### src/design/assert_macros.svh
// Assertion macros shared by the accumulator RTL.
// Each macro expects signals named clk and rst in the enclosing module.
`ifndef ASSERT_MACROS_SVH
`define ASSERT_MACROS_SVH

// Check a condition at every clock edge outside reset.
`define ASSERT_ALWAYS(label, expr, msg) \
  label: assert property (@(posedge clk) disable iff (rst) (expr)) else $error(msg);

// Check that a condition implies another in the next cycle.
`define ASSERT_NEXT(label, ante, cons, msg) \
  label: assert property (@(posedge clk) disable iff (rst) (ante) |=> (cons)) else $error(msg);

`endif

### src/design/cfa_pkg.sv
// Shared types, constants and helpers for the compensated accumulator.
// No dependencies.
`default_nettype none
package cfa_pkg;

  // Canonical quiet NaN and binary64 exponent of all ones
  localparam logic [63:0] QNAN_BITS = 64'h7FF8000000000000;
  localparam logic [10:0] EXP_MAX   = 11'h7FF;

  // Queue word between front and back
  typedef struct packed {
    logic [63:0] sample;
    logic        restart;
    logic        rejected;
  } cfa_item_t;

  // Operand pair for the shared adder
  typedef struct packed {
    logic [63:0] a;
    logic [63:0] b;
  } cfa_add_req_t;

  function automatic logic f64_not_finite(input logic [63:0] x);
    return &x[62:52];
  endfunction

  function automatic logic [63:0] f64_neg(input logic [63:0] x);
    return {~x[63], x[62:0]};
  endfunction

endpackage
`default_nettype wire

### src/design/compensated_float_accumulator.sv
// Top level of the Neumaier compensated binary64 accumulator.
// Instantiates cfa_front, cfa_fadd and cfa_back; uses cfa_pkg.
//
//   channel  handshake                   words
//   sample   sample_valid/sample_ready   sample_bits, restart
//   total    total_valid/total_ready     total_bits, rejected, total_not_finite
//
// An accepted sample runs through the back end as a pop step, five dependent adds
// (each through the two-stage shared adder) and a load of the output register;
// a rejected sample skips to the final add of sum and correction.
// The single shared adder sets the rate.
// A two-word queue keeps samples flowing while the back end works.
// Reset (rst, synchronous) clears the sum and correction to +0 and empties
// the queue. A stalled result waits in the output register.
`default_nettype none
module compensated_float_accumulator (
  input  wire logic        clk,
  input  wire logic        rst,
  input  wire logic        sample_valid,
  output logic             sample_ready,
  input  wire logic [63:0] sample_bits,
  input  wire logic        restart,
  output logic             total_valid,
  input  wire logic        total_ready,
  output logic [63:0]      total_bits,
  output logic             rejected,
  output logic             total_not_finite
);
  import cfa_pkg::*;

  logic         q_valid, q_pop, req_valid, res_valid;
  cfa_item_t    q_item;
  cfa_add_req_t req;
  logic [63:0]  res;

  cfa_front u_front (
    .clk, .rst, .sample_valid, .sample_ready, .sample_bits, .restart,
    .q_valid, .q_item, .q_pop
  );

  cfa_fadd u_fadd (
    .clk, .rst, .in_valid(req_valid), .req, .out_valid(res_valid), .out_sum(res)
  );

  cfa_back u_back (
    .clk, .rst, .q_valid, .q_item, .q_pop, .req_valid, .req, .res_valid, .res,
    .total_valid, .total_ready, .total_bits, .rejected, .total_not_finite
  );

endmodule
`default_nettype wire

### src/design/cfa_fadd.sv
// Two-stage binary64 adder, round to nearest even, subnormals kept.
// Stage one aligns and adds, stage two normalizes and rounds. Uses cfa_pkg.
`default_nettype none
`include "assert_macros.svh"
module cfa_fadd (
  input  wire logic                  clk,
  input  wire logic                  rst,
  input  wire logic                  in_valid,
  input  wire cfa_pkg::cfa_add_req_t req,
  output logic                       out_valid,
  output logic [63:0]                out_sum
);
  import cfa_pkg::*;

  logic        a_nan, b_nan, a_inf, b_inf, swap;
  logic [63:0] x, y;
  logic [10:0] ex, ey, diff;
  logic [52:0] mx, my;
  logic [55:0] mx_ext, my_ext, my_al, lost_mask;
  logic [56:0] sum_c;

  // Stage one: unpack, order by magnitude, align, add
  always_comb begin
    a_nan  = (req.a[62:52] == EXP_MAX) && (req.a[51:0] != 52'd0);
    b_nan  = (req.b[62:52] == EXP_MAX) && (req.b[51:0] != 52'd0);
    a_inf  = (req.a[62:52] == EXP_MAX) && (req.a[51:0] == 52'd0);
    b_inf  = (req.b[62:52] == EXP_MAX) && (req.b[51:0] == 52'd0);
    swap   = req.a[62:0] < req.b[62:0];
    x      = swap ? req.b : req.a;
    y      = swap ? req.a : req.b;
    ex     = (x[62:52] == 11'd0) ? 11'd1 : x[62:52];
    ey     = (y[62:52] == 11'd0) ? 11'd1 : y[62:52];
    mx     = {(x[62:52] != 11'd0), x[51:0]};
    my     = {(y[62:52] != 11'd0), y[51:0]};
    diff   = ex - ey;
    mx_ext = {mx, 3'b000};
    my_ext = {my, 3'b000};
    lost_mask = ~({56{1'b1}} << diff[5:0]);
    if (diff >= 11'd56) begin
      my_al = {55'd0, (my != 53'd0)};
    end else begin
      my_al = (my_ext >> diff[5:0]) | {55'd0, ((my_ext & lost_mask) != 56'd0)};
    end
    if (x[63] ^ y[63]) begin
      sum_c = {1'b0, mx_ext} - {1'b0, my_al};
    end else begin
      sum_c = {1'b0, mx_ext} + {1'b0, my_al};
    end
  end

  logic        s1_valid, s1_sign, s1_zsign, s1_nan, s1_inf, s1_isign;
  logic [10:0] s1_exp;
  logic [56:0] s1_sum;

  // Hold stage one results
  always_ff @(posedge clk) begin
    if (rst) begin
      s1_valid <= 1'b0;
    end else begin
      s1_valid <= in_valid;
    end
    s1_sum   <= sum_c;
    s1_exp   <= ex;
    s1_sign  <= x[63];
    s1_zsign <= req.a[63] & req.b[63];
    s1_nan   <= a_nan | b_nan | (a_inf & b_inf & (req.a[63] != req.b[63]));
    s1_inf   <= a_inf | b_inf;
    s1_isign <= a_inf ? req.a[63] : req.b[63];
  end

  logic [5:0]  lz, sh;
  logic        found;
  logic [10:0] limit;
  logic [55:0] m;
  logic [11:0] e, field;
  logic        inc;
  logic [53:0] mr;
  logic [51:0] frac;
  logic [63:0] res;

  // Stage two: normalize, round, pack
  always_comb begin
    lz    = 6'd56;
    found = 1'b0;
    for (int i = 55; i >= 0; i--) begin
      if (!found && s1_sum[i]) begin
        lz    = 6'(55 - i);
        found = 1'b1;
      end
    end
    limit = s1_exp - 11'd1;
    sh    = ({5'd0, lz} > limit) ? limit[5:0] : lz;
    if (s1_sum[56]) begin
      m = {s1_sum[56:2], s1_sum[1] | s1_sum[0]};
      e = {1'b0, s1_exp} + 12'd1;
    end else begin
      m = s1_sum[55:0] << sh;
      e = {1'b0, s1_exp} - {6'd0, sh};
    end
    inc   = m[2] & (m[1] | m[0] | m[3]);
    mr    = {1'b0, m[55:3]} + {53'd0, inc};
    field = mr[53] ? (e + 12'd1) : (mr[52] ? e : 12'd0);
    frac  = mr[53] ? 52'd0 : mr[51:0];
    if (s1_nan) begin
      res = QNAN_BITS;
    end else if (s1_inf) begin
      res = {s1_isign, EXP_MAX, 52'd0};
    end else if (s1_sum == 57'd0) begin
      res = {s1_zsign, 63'd0};
    end else if (field >= {1'b0, EXP_MAX}) begin
      res = {s1_sign, EXP_MAX, 52'd0};
    end else begin
      res = {s1_sign, field[10:0], frac};
    end
  end

  // Hold the packed sum
  always_ff @(posedge clk) begin
    if (rst) begin
      out_valid <= 1'b0;
    end else begin
      out_valid <= s1_valid;
    end
    out_sum <= res;
  end

  `ASSERT_ALWAYS(a_fadd_latency, !out_valid || $past(in_valid, 2), "adder result without request")

endmodule
`default_nettype wire

### src/design/cfa_front.sv
// Front end: takes input words, flags non-finite samples, queues them.
// Two-word queue toward the back end. Uses cfa_pkg.
`default_nettype none
`include "assert_macros.svh"
module cfa_front (
  input  wire logic               clk,
  input  wire logic               rst,
  input  wire logic               sample_valid,
  output logic                    sample_ready,
  input  wire logic [63:0]        sample_bits,
  input  wire logic               restart,
  output logic                    q_valid,
  output cfa_pkg::cfa_item_t      q_item,
  input  wire logic               q_pop
);
  import cfa_pkg::*;

  cfa_item_t  slots [2];
  logic       wr_ptr, rd_ptr;
  logic [1:0] count;
  logic       push, pop;

  assign sample_ready = (count != 2'd2);
  assign push         = sample_valid & sample_ready;
  assign pop          = q_pop & (count != 2'd0);
  assign q_valid      = (count != 2'd0);
  assign q_item       = slots[rd_ptr];

  // Advance pointers and count
  always_ff @(posedge clk) begin
    if (rst) begin
      wr_ptr <= 1'b0;
      rd_ptr <= 1'b0;
      count  <= 2'd0;
    end else begin
      if (push) wr_ptr <= ~wr_ptr;
      if (pop)  rd_ptr <= ~rd_ptr;
      count <= count + {1'b0, push} - {1'b0, pop};
    end
  end

  // Store the classified word
  always_ff @(posedge clk) begin
    if (push) begin
      slots[wr_ptr] <= '{sample: sample_bits, restart: restart,
                         rejected: f64_not_finite(sample_bits)};
    end
  end

  `ASSERT_ALWAYS(a_queue_bound, count <= 2'd2, "queue count out of range")

endmodule
`default_nettype wire

### src/design/cfa_back.sv
// Back end: sequences the Neumaier update through the shared adder
// and holds the result word. Uses cfa_pkg and cfa_fadd's request format.
`default_nettype none
`include "assert_macros.svh"
module cfa_back (
  input  wire logic                  clk,
  input  wire logic                  rst,
  input  wire logic                  q_valid,
  input  wire cfa_pkg::cfa_item_t    q_item,
  output logic                       q_pop,
  output logic                       req_valid,
  output cfa_pkg::cfa_add_req_t      req,
  input  wire logic                  res_valid,
  input  wire logic [63:0]           res,
  output logic                       total_valid,
  input  wire logic                  total_ready,
  output logic [63:0]                total_bits,
  output logic                       rejected,
  output logic                       total_not_finite
);
  import cfa_pkg::*;

  localparam logic [2:0] ST_IDLE  = 3'd0;
  localparam logic [2:0] ST_SUM   = 3'd1;
  localparam logic [2:0] ST_DIFF  = 3'd2;
  localparam logic [2:0] ST_ERR   = 3'd3;
  localparam logic [2:0] ST_CORR  = 3'd4;
  localparam logic [2:0] ST_TOTAL = 3'd5;
  localparam logic [2:0] ST_DONE  = 3'd6;

  logic [2:0]  step;
  logic        waiting;
  logic [63:0] run_sum, corr, val, t_reg, d_reg, tot;
  logic        item_rej, sum_big;

  assign q_pop   = (step == ST_IDLE) && q_valid;
  assign sum_big = run_sum[62:0] >= val[62:0];

  // Pick operands for the current step
  always_comb begin
    req_valid = 1'b0;
    req       = '{a: run_sum, b: corr};
    case (step)
      ST_SUM: begin
        req_valid = !waiting;
        req       = '{a: run_sum, b: val};
      end
      ST_DIFF: begin
        req_valid = !waiting;
        req       = '{a: (sum_big ? run_sum : val), b: f64_neg(t_reg)};
      end
      ST_ERR: begin
        req_valid = !waiting;
        req       = '{a: d_reg, b: (sum_big ? val : run_sum)};
      end
      ST_CORR: begin
        req_valid = !waiting;
        req       = '{a: corr, b: d_reg};
      end
      ST_TOTAL: begin
        req_valid = !waiting;
        req       = '{a: run_sum, b: corr};
      end
      default: begin
        req_valid = 1'b0;
      end
    endcase
  end

  // Advance the sequence and commit state
  always_ff @(posedge clk) begin
    if (rst) begin
      step        <= ST_IDLE;
      waiting     <= 1'b0;
      run_sum     <= 64'd0;
      corr        <= 64'd0;
      total_valid <= 1'b0;
    end else begin
      // drop the taken word unless a new one loads in the same cycle
      if (total_valid && total_ready && (step != ST_DONE)) total_valid <= 1'b0;
      if (req_valid) waiting <= 1'b1;
      case (step)
        ST_IDLE: begin
          if (q_valid) begin
            val      <= q_item.sample;
            item_rej <= q_item.rejected;
            if (!q_item.rejected && q_item.restart) begin
              run_sum <= 64'd0;
              corr    <= 64'd0;
            end
            step <= q_item.rejected ? ST_TOTAL : ST_SUM;
          end
        end
        ST_SUM: if (res_valid) begin
          t_reg <= res; waiting <= 1'b0; step <= ST_DIFF;
        end
        ST_DIFF: if (res_valid) begin
          d_reg <= res; waiting <= 1'b0; step <= ST_ERR;
        end
        ST_ERR: if (res_valid) begin
          d_reg <= res; waiting <= 1'b0; step <= ST_CORR;
        end
        ST_CORR: if (res_valid) begin
          run_sum <= t_reg; corr <= res; waiting <= 1'b0; step <= ST_TOTAL;
        end
        ST_TOTAL: if (res_valid) begin
          tot <= res; waiting <= 1'b0; step <= ST_DONE;
        end
        ST_DONE: begin
          if (!total_valid || total_ready) begin
            total_valid      <= 1'b1;
            total_bits       <= tot;
            rejected         <= item_rej;
            total_not_finite <= f64_not_finite(tot);
            step             <= ST_IDLE;
          end
        end
        default: step <= ST_IDLE;
      endcase
    end
  end

  `ASSERT_ALWAYS(a_res_expected, !res_valid || waiting, "adder result while not waiting")
  `ASSERT_NEXT(a_pop_leaves_idle, q_pop, step != ST_IDLE, "popped word not started")

endmodule
`default_nettype wire
### config.mk
export PLATFORM = sky130hd
export DESIGN_NAME = compensated_float_accumulator
export DESIGN_NICKNAME = d
export VERILOG_FILES = /design/src/design/cfa_pkg.sv /design/src/design/compensated_float_accumulator.sv /design/src/design/cfa_fadd.sv /design/src/design/cfa_front.sv /design/src/design/cfa_back.sv
export VERILOG_INCLUDE_DIRS = /design/src /design/src/design
export SDC_FILE = /design/constraint.sdc
export NUM_CORES = 2
export LEC_CHECK = 0
export ABC_AREA = 0
export BUFFER_PORTS_ARGS = -buffer_cell sky130_fd_sc_hd__buf_4
export CELL_PAD_IN_SITES_DETAIL_PLACEMENT = 0
export CELL_PAD_IN_SITES_GLOBAL_PLACEMENT = 1
export CORE_MARGIN = 2
export CORE_UTILIZATION = 50
export DETAILED_ROUTE_END_ITERATION = 16
export PLACE_DENSITY = 0.88
export SETUP_SLACK_MARGIN = 0.15
export SLEW_MARGIN = 20
export SYNTH_ARGS = -nofsm -noshare
export SYNTH_HDL_FRONTEND = slang
export SYNTH_SLANG_ARGS = --single-unit
### constraint.sdc
create_clock -name clk -period 27.9 [get_ports clk]
set_input_delay 0 -clock clk [delete_from_list [all_inputs] [get_ports clk]]
set_output_delay 0 -clock clk [all_outputs]
set_load 0.03 [all_outputs]
======== Word-level counts from Yosys, hierarchy flattened ========
Memories as Yosys holds them, arrays and structs flattened. A register that Yosys moved wholly into a read port is not among the register bits.
Index checks and enable logic that the tools add are counted.
storage, ports and cells
  input port bits ......................... 69
  logic and storage cells ................. 391
  bits in registers ....................... 599
  output and inout port bits .............. 68
  memory bits (writable) .................. 132
  memories kept ........................... 1
memory list
  name           depth  bits a word  rd ports  clocked after memory_dff  wr ports  line             text
  u_front.slots  2      66           1         1                         1         cfa_front.sv:18  cfa_item_t slots [2];
operators by class
  shift operators ......................... 3
  mux-type cells .......................... 156
  equality and inequality tests ........... 19
  magnitude comparators ................... 5
  add/subtract/negate cells ............... 10
  reduce and logical (&&, ||, !) cells .... 149
  bitwise operators ....................... 20
operators with widths
  operator                                                             number
  64-bit 2-to-1 mux                                                    10
  128-bit one-hot mux with 4 select lines                              1
  6-bit 2-to-1 mux                                                     57
  64-bit one-hot mux with 2 select lines                               2
  56-bit 2-to-1 mux                                                    2
  52-bit zero test                                                     2
  52-bit nonzero test                                                  2
  1-bit 2-to-1 mux                                                     67
  63-bit greater-or-equal comparator                                   1
  1-bit logical AND                                                    63
  63-bit < comparator                                                  1
  63-bit 2-to-1 mux                                                    1
  1-bit zero test                                                      58
  56-bit by 56-bit adder with 57-bit output                            1
  57-bit zero test                                                     1
  57-bit 2-to-1 mux                                                    1
  56-bit by 56-bit subtractor with 57-bit output                       1
  56-bit bitwise AND                                                   1
  56-bit inverter                                                      1
  56-bit by 1-bit OR with 56-bit output                                1
  56-bit nonzero test                                                  1
  56-bit by 6-bit << shifter with 56-bit output                        1
  56-bit by 6-bit << shifter with 56-bit output, first input constant  1
  56-bit by 6-bit right shift with 56-bit output                       1
  other kinds (40)                                                     84

======== Logic depth before layout (Yosys ltp) ========
  depth after elaboration ................. 180
  depth in mapped cells ................... 81
  mapped depth without buffers ............ 65

======== Cells and area by module ========
A second synthesis with hierarchy kept.
unflattened totals
  cell total of the unflattened synthesis .. 6333
  area, all modules ....................... 55299.3 um^2
modules (own cells, without submodules)
  module     instances  cells each  area an instance (um^2)
  cfa_fadd   1          3941        27777.9
  cfa_back   1          2159        22345.2
  cfa_front  1          233         5176.2

======== Least setup slack after synthesis ========
OpenSTA, ideal clock, no wires.
  path kind ............................... flip-flop to flip-flop
  from .................................... register u_back.val[54]
  to ...................................... register u_fadd.s1_sum[54]
  period minus slack after synthesis ...... 14.546 ns
  path buffers ............................ 13
  stages on the path, launching flop included .. 70
  arrival time ............................ 14.407 ns
  required time ........................... 27.762 ns
  setup slack ............................. 13.354 ns
  cell sequence ........................... edfxtp_1 inv_1 ha_1 nand4_2 or4_1 o211ai_2 a2111o_1 buf_2 buf_2 buf_4 a21oi_1 o21ai_0 inv_1 ha_1 nand4_1 nor2_1 nand3_1 or4_1 [... 34 more ...] a21oi_1 o211ai_1 a21oi_1 o21a_1 a2111o_1 a21oi_1 nor2_1 o31a_1 a221oi_1 o41a_1 o21bai_1 a21oi_1 o311ai_0 a221oi_1 nor2_1 or4_1 o311ai_0 xor2_1
on the way
  longest elaborated chain between the ends .. 16
  elaborated cells on any way between the ends .. 26
RTL lines
  element                                                                                                      line                            text
  start, declared                                                                                              cfa_back.sv:33                  logic [63:0] run_sum, corr, val, t_reg, d_reg, tot;
  start signal, assigned                                                                                       cfa_back.sv:85                  val <= q_item.sample;
  63-bit greater-or-equal comparator                                                                           cfa_back.sv:37                  assign sum_big = run_sum[62:0] >= val[62:0];
  64-bit 2-to-1 mux (on tied branches)                                                                         cfa_back.sv:50, cfa_back.sv:54
  128-bit one-hot mux with 4 select lines (*)                                                                  cfa_back.sv:43                  case (step)
  63-bit < comparator                                                                                          cfa_fadd.sv:28                  swap = req.a[62:0] < req.b[62:0];
  64-bit 2-to-1 mux (on tied branches)                                                                         cfa_fadd.sv:29, cfa_fadd.sv:30
  11-bit zero test (on tied branches)                                                                          cfa_fadd.sv:31, cfa_fadd.sv:32
  11-bit 2-to-1 mux (on tied branches)                                                                         cfa_fadd.sv:31, cfa_fadd.sv:32
  11-bit subtractor                                                                                            cfa_fadd.sv:35                  diff = ex - ey;
  56-bit by 6-bit << shifter with 56-bit output                                                                cfa_fadd.sv:38                  lost_mask = ~({56{1'b1}} << diff[5:0]);
  56-bit inverter                                                                                              cfa_fadd.sv:38
  56-bit bitwise AND                                                                                           cfa_fadd.sv:42                  my_al = (my_ext >> diff[5:0]) | {55'd0, ((my_ext & lost_mask) != 56'd0)};
  56-bit nonzero test                                                                                          cfa_fadd.sv:42
  56-bit by 1-bit OR with 56-bit output                                                                        cfa_fadd.sv:42
  56-bit 2-to-1 mux                                                                                            cfa_fadd.sv:39                  if (diff >= 11'd56) begin
  56-bit by 56-bit adder with 57-bit output or 56-bit by 56-bit subtractor with 57-bit output (tied branches)  cfa_fadd.sv:47, cfa_fadd.sv:45
  57-bit 2-to-1 mux (*)                                                                                        cfa_fadd.sv:44                  if (x[63] ^ y[63]) begin
  named net u_fadd.sum_c[54]                                                                                   cfa_fadd.sv:20                  logic [56:0] sum_c;
  end signal, assigned                                                                                         cfa_fadd.sv:62                  s1_sum <= sum_c;
  end, declared                                                                                                cfa_fadd.sv:53                  logic [56:0] s1_sum;
The timed path passes the listed nets; every way through them passes the cells marked *.
A chain may end at the register's enable or synchronous reset.

======== Worst setup path in the final report ========
  from .................................... register u_back.step[1]
  to ...................................... register u_fadd.s1_sum[54]
on the way
  longest elaborated chain between the ends .. 15
  elaborated cells on any way between the ends .. 27
RTL lines
  element                                                                                                      line                            text
  start, declared                                                                                              cfa_back.sv:31                  logic [2:0] step;
  start signal, assigned                                                                                       cfa_back.sv:91                  step <= q_item.rejected ? ST_TOTAL : ST_SUM;
  3-bit == test (tied with other cells)                                                                        cfa_back.sv:43
  128-bit one-hot mux with 4 select lines (*)                                                                  cfa_back.sv:43
  63-bit < comparator                                                                                          cfa_fadd.sv:28
  64-bit 2-to-1 mux (on tied branches)                                                                         cfa_fadd.sv:29, cfa_fadd.sv:30
  11-bit zero test (on tied branches)                                                                          cfa_fadd.sv:31, cfa_fadd.sv:32
  11-bit 2-to-1 mux (on tied branches)                                                                         cfa_fadd.sv:31, cfa_fadd.sv:32
  11-bit subtractor                                                                                            cfa_fadd.sv:35
  56-bit by 6-bit << shifter with 56-bit output                                                                cfa_fadd.sv:38
  56-bit inverter                                                                                              cfa_fadd.sv:38
  56-bit bitwise AND                                                                                           cfa_fadd.sv:42
  56-bit nonzero test                                                                                          cfa_fadd.sv:42
  56-bit by 1-bit OR with 56-bit output                                                                        cfa_fadd.sv:42
  56-bit 2-to-1 mux                                                                                            cfa_fadd.sv:39
  56-bit by 56-bit adder with 57-bit output or 56-bit by 56-bit subtractor with 57-bit output (tied branches)  cfa_fadd.sv:47, cfa_fadd.sv:45
  57-bit 2-to-1 mux (*)                                                                                        cfa_fadd.sv:44
  named net u_fadd.sum_c[54]                                                                                   cfa_fadd.sv:20
Marks and branches as above.

==> metrics.txt <==
# TYPE chip_impl_metric gauge
chip_impl_metric{name="critical_path.max_stage_delay",unit="ns"} 0.94
chip_impl_metric{name="nFillCells",unit=""} 9685
chip_impl_info{name="run_status",value="complete, no violations"} 1
chip_impl_metric{name="async_reset_ff_share",unit="%"} 0
chip_impl_metric{name="post_synth_inst_count",unit=""} 6245
chip_impl_info{name="crit_family",value="compound AO/OA/AOI/OAI gates"} 1
chip_impl_metric{name="final_min_period_over_clock_period",unit="%"} 65.2
chip_impl_metric{name="vias",unit=""} 53154
chip_impl_metric{name="final_cells",unit=""} 7672
chip_impl_metric{name="final.setup.tns",unit="ns"} 0
chip_impl_metric{name="routabilityCongestion",unit=""} 1.07
chip_impl_metric{name="drive_gt1_share",unit="%"} 11.3
chip_impl_info{name="worst-setup-path-type",value="reg -> reg"} 1
chip_impl_info{name="grt_setup_unrepaired",value="false"} 1
chip_impl_metric{name="die_width",unit="um"} 332
chip_impl_metric{name="drc_errors_left",unit=""} 0
chip_impl_metric{name="core_region_area",unit="mm^2"} 0.107
chip_impl_metric{name="maxSlewHeadroom",unit="%"} 16.3
chip_impl_metric{name="dp.cells",unit=""} 7447
chip_impl_metric{name="hpwlAfterDp",unit="um"} 170000
chip_impl_info{name="cpMaxStageDelayCell",value="dfxtp_2"} 1
chip_impl_metric{name="r2r_setup_slack",unit="ns"} 9.71
chip_impl_info{name="timing.critical_path.from_type",value="flop"} 1
chip_impl_metric{name="areaGrowthSynthToFinish",unit="%"} 9.88
chip_impl_metric{name="floorplan.die.height",unit="um"} 332
chip_impl_metric{name="largest_register_ff_count",unit=""} 132
chip_impl_metric{name="gr-total-overflow",unit=""} 0
chip_impl_metric{name="fin_worst_skew",unit="ns"} 0.0546
chip_impl_metric{name="vias_in_the_first_global_route",unit=""} 49218
chip_impl_metric{name="drt-vias-per-instance",unit=""} 6.93
chip_impl_metric{name="synth-edff-count",unit=""} 455
chip_impl_info{name="worstHoldPathType",value="in -> reg"} 1
chip_impl_metric{name="io_buffers",unit=""} 136
chip_impl_metric{name="initialDrtViolationCount",unit=""} 8693
chip_impl_metric{name="period_needed",unit="ns"} 18.19
chip_impl_metric{name="postSynthNetCount",unit=""} 6583
chip_impl_metric{name="cts-resized-gates",unit=""} 0
chip_impl_metric{name="crit_fanout",unit=""} 52
chip_impl_metric{name="antenna_found_initial",unit=""} 18
chip_impl_metric{name="maxClockFrequency",unit="MHz"} 55.0
chip_impl_metric{name="final-max-slew-violation-count",unit=""} 0
chip_impl_metric{name="yosysWarnings",unit=""} 0
chip_impl_metric{name="setup_viol",unit=""} 0
chip_impl_info{name="critical_path.most_common_cell",value="a21oi_1"} 1
chip_impl_metric{name="floorplan.io_pins",unit=""} 137
chip_impl_info{name="synth_flop_cell",value="edfxtp_1"} 1
chip_impl_metric{name="hold_viol_final",unit=""} 0
chip_impl_metric{name="synth.cell_area",unit="mm^2"} 0.0537
chip_impl_metric{name="critical_path.n_buffers_inverters",unit=""} 6
chip_impl_info{name="cts_root_buf",value="clkbuf_16"} 1
chip_impl_metric{name="ys_ff_latch",unit=""} 732
chip_impl_info{name="crit_path_end_kind",value="flop"} 1
chip_impl_metric{name="grt_start_max_net_pins",unit=""} 83
chip_impl_metric{name="grtUsageTotal",unit="%"} 41.2
chip_impl_metric{name="proportion_of_synthesized_chip_area_in_sequential_cells",unit="%"} 35.8
chip_impl_metric{name="cp_data_required_time",unit="ns"} 28.49
chip_impl_metric{name="grt_first_pass_wirelength",unit="um"} 339000
chip_impl_metric{name="start_util",unit="%"} 50.3
chip_impl_metric{name="final_wirelength",unit="um"} 236000
chip_impl_metric{name="max_cap_violations",unit=""} 0
chip_impl_info{name="registers.top_by_ff_count",value="u_front.slots"} 1
chip_impl_metric{name="tritoncts_num_sinks",unit=""} 732
chip_impl_metric{name="synth_area_per_cell",unit="um^2"} 8.60
chip_impl_metric{name="max-clock-path-buffers",unit=""} 3
chip_impl_metric{name="final_nets",unit=""} 6531
chip_impl_metric{name="drt_first_pass_iters",unit=""} 7
chip_impl_info{name="cts_tree",value="done"} 1
chip_impl_info{name="layout_common_cells",value="580 x nand2_1, 543 x a21oi_1, 512 x nor2_1"} 1
chip_impl_metric{name="cts-htree-levels",unit=""} 3
chip_impl_metric{name="post-route-util",unit="%"} 55.3
chip_impl_metric{name="routedWlPerCell",unit="um"} 30.7
chip_impl_metric{name="critical_path_arrival",unit="ns"} 18.78
chip_impl_metric{name="worst_skew_pair_later_pin_latency",unit="ns"} 0.70
chip_impl_metric{name="total_die_area",unit="mm^2"} 0.110
chip_impl_metric{name="tightest_slew",unit="ns"} 1.24
chip_impl_metric{name="postRouteAntennaNets",unit=""} 0
chip_impl_metric{name="cts_made_buffers",unit=""} 79
chip_impl_metric{name="placement_rows",unit=""} 120
chip_impl_metric{name="clk_pin_slew_worst_paths",unit="ns"} 0.07
chip_impl_info{name="final_common_cell",value="nand2_1"} 1
chip_impl_metric{name="number_of_unique_standard_cell_types_used_by_synthesis",unit=""} 118
metal layers:
metal / up-vias / routed length, um / global-route usage [%]
li1: 23115 / - / -
met1: 25544 / 89900 / 54.2
met2: 3779 / 98700 / 60.0
met3: 708 / 30400 / 11.6
met4: 8 / 16600 / 24.9
met5: - / 52 / 0
through the flow:
step | worst slack, ns | hold WS [ns] | area [um^2]
after global placement | 10.90 | 0.184 | 55600
after global routing | 9.09 | 0.0255 | 59000
after floorplan | 13.35 | 0.0989 | 53700
final | 9.71 | 0.0387 | 59000
after detailed placement | 10.65 | 0.188 | 55600
after CTS | 10.55 | 0.0113 | 59000
worst reg2reg max path, delay by kind of cell (launching register included):
kind	cells	cell delay [ns]
adder cells (fa/ha/maj)	4	1.67
buffers and inverters	6	2.85
AO/OA/AOI/OAI	34	8.81
XOR/XNOR	1	0.18
AND/OR/NAND/NOR	12	3.64
flip-flops	1	0.94
final cells by class:
cell class                      count  area (um^2)  share of cell area, %
Inverter                          319         1200                   2.04
Clock buffer                      104         2160                   3.66
Sequential cell                   732        19200                   32.5
Multi-Input combinational cell   4742        31500                   53.4
Timing Repair Buffer              319         2560                   4.34
Tap cell                         1403         1760                   2.97
Antenna cell                       11         27.5                 0.0466
Clock inverter                     42          591                   1.00
path summary, 6_finish.rpt:
| check | from | cells after the start | to |
|---|---|---|---|
| worst max-delay path | u_back.step[1] | 57 | u_fadd.s1_sum[54] |
| worst min-delay path | sample_bits[15] | 2 | u_front.slots[1][17] |
| worst max register to register | u_back.step[1] | 57 | u_fadd.s1_sum[54] |
| worst min register to register | u_back.tot[14] | 0 | u_back.total_bits[14] |
repair_timing:
action,4_1_cts,5_1_grt
setup buffers,0,0
hold endpoints to repair,185,0
hold buffers,68,0
Yosys cell counts, drive strengths merged, types with 169 or more instances:
| cell | number | area share (%) |
|---|---|---|
| nand2 | 583 | 4.1 |
| a21oi | 549 | 5.2 |
| nor2 | 518 | 3.6 |
| o21ai | 511 | 4.8 |
| edfxtp | 455 | 25 |
| inv | 318 | 2.2 |
| clkbuf | 302 | 2.1 |
| dfxtp | 277 | 10 |
| nand3 | 277 | 2.6 |
| ha | 266 | 6.2 |
| mux2i | 225 | 4.2 |
| nor3 | 169 | 1.9 |
cell families after synthesis:
group	share of synthesized area, %
multiplexers	8.50
XOR/XNOR	2.24
AND/OR/NAND/NOR	17.2
adder cells (fa/ha/maj)	6.31
buffers and inverters	6.08
flip-flops	35.8
AO/OA/AOI/OAI	23.9
Power is not shown: default switching activity piles up to over one toggle a cycle in this logic, so the estimate is an artifact.
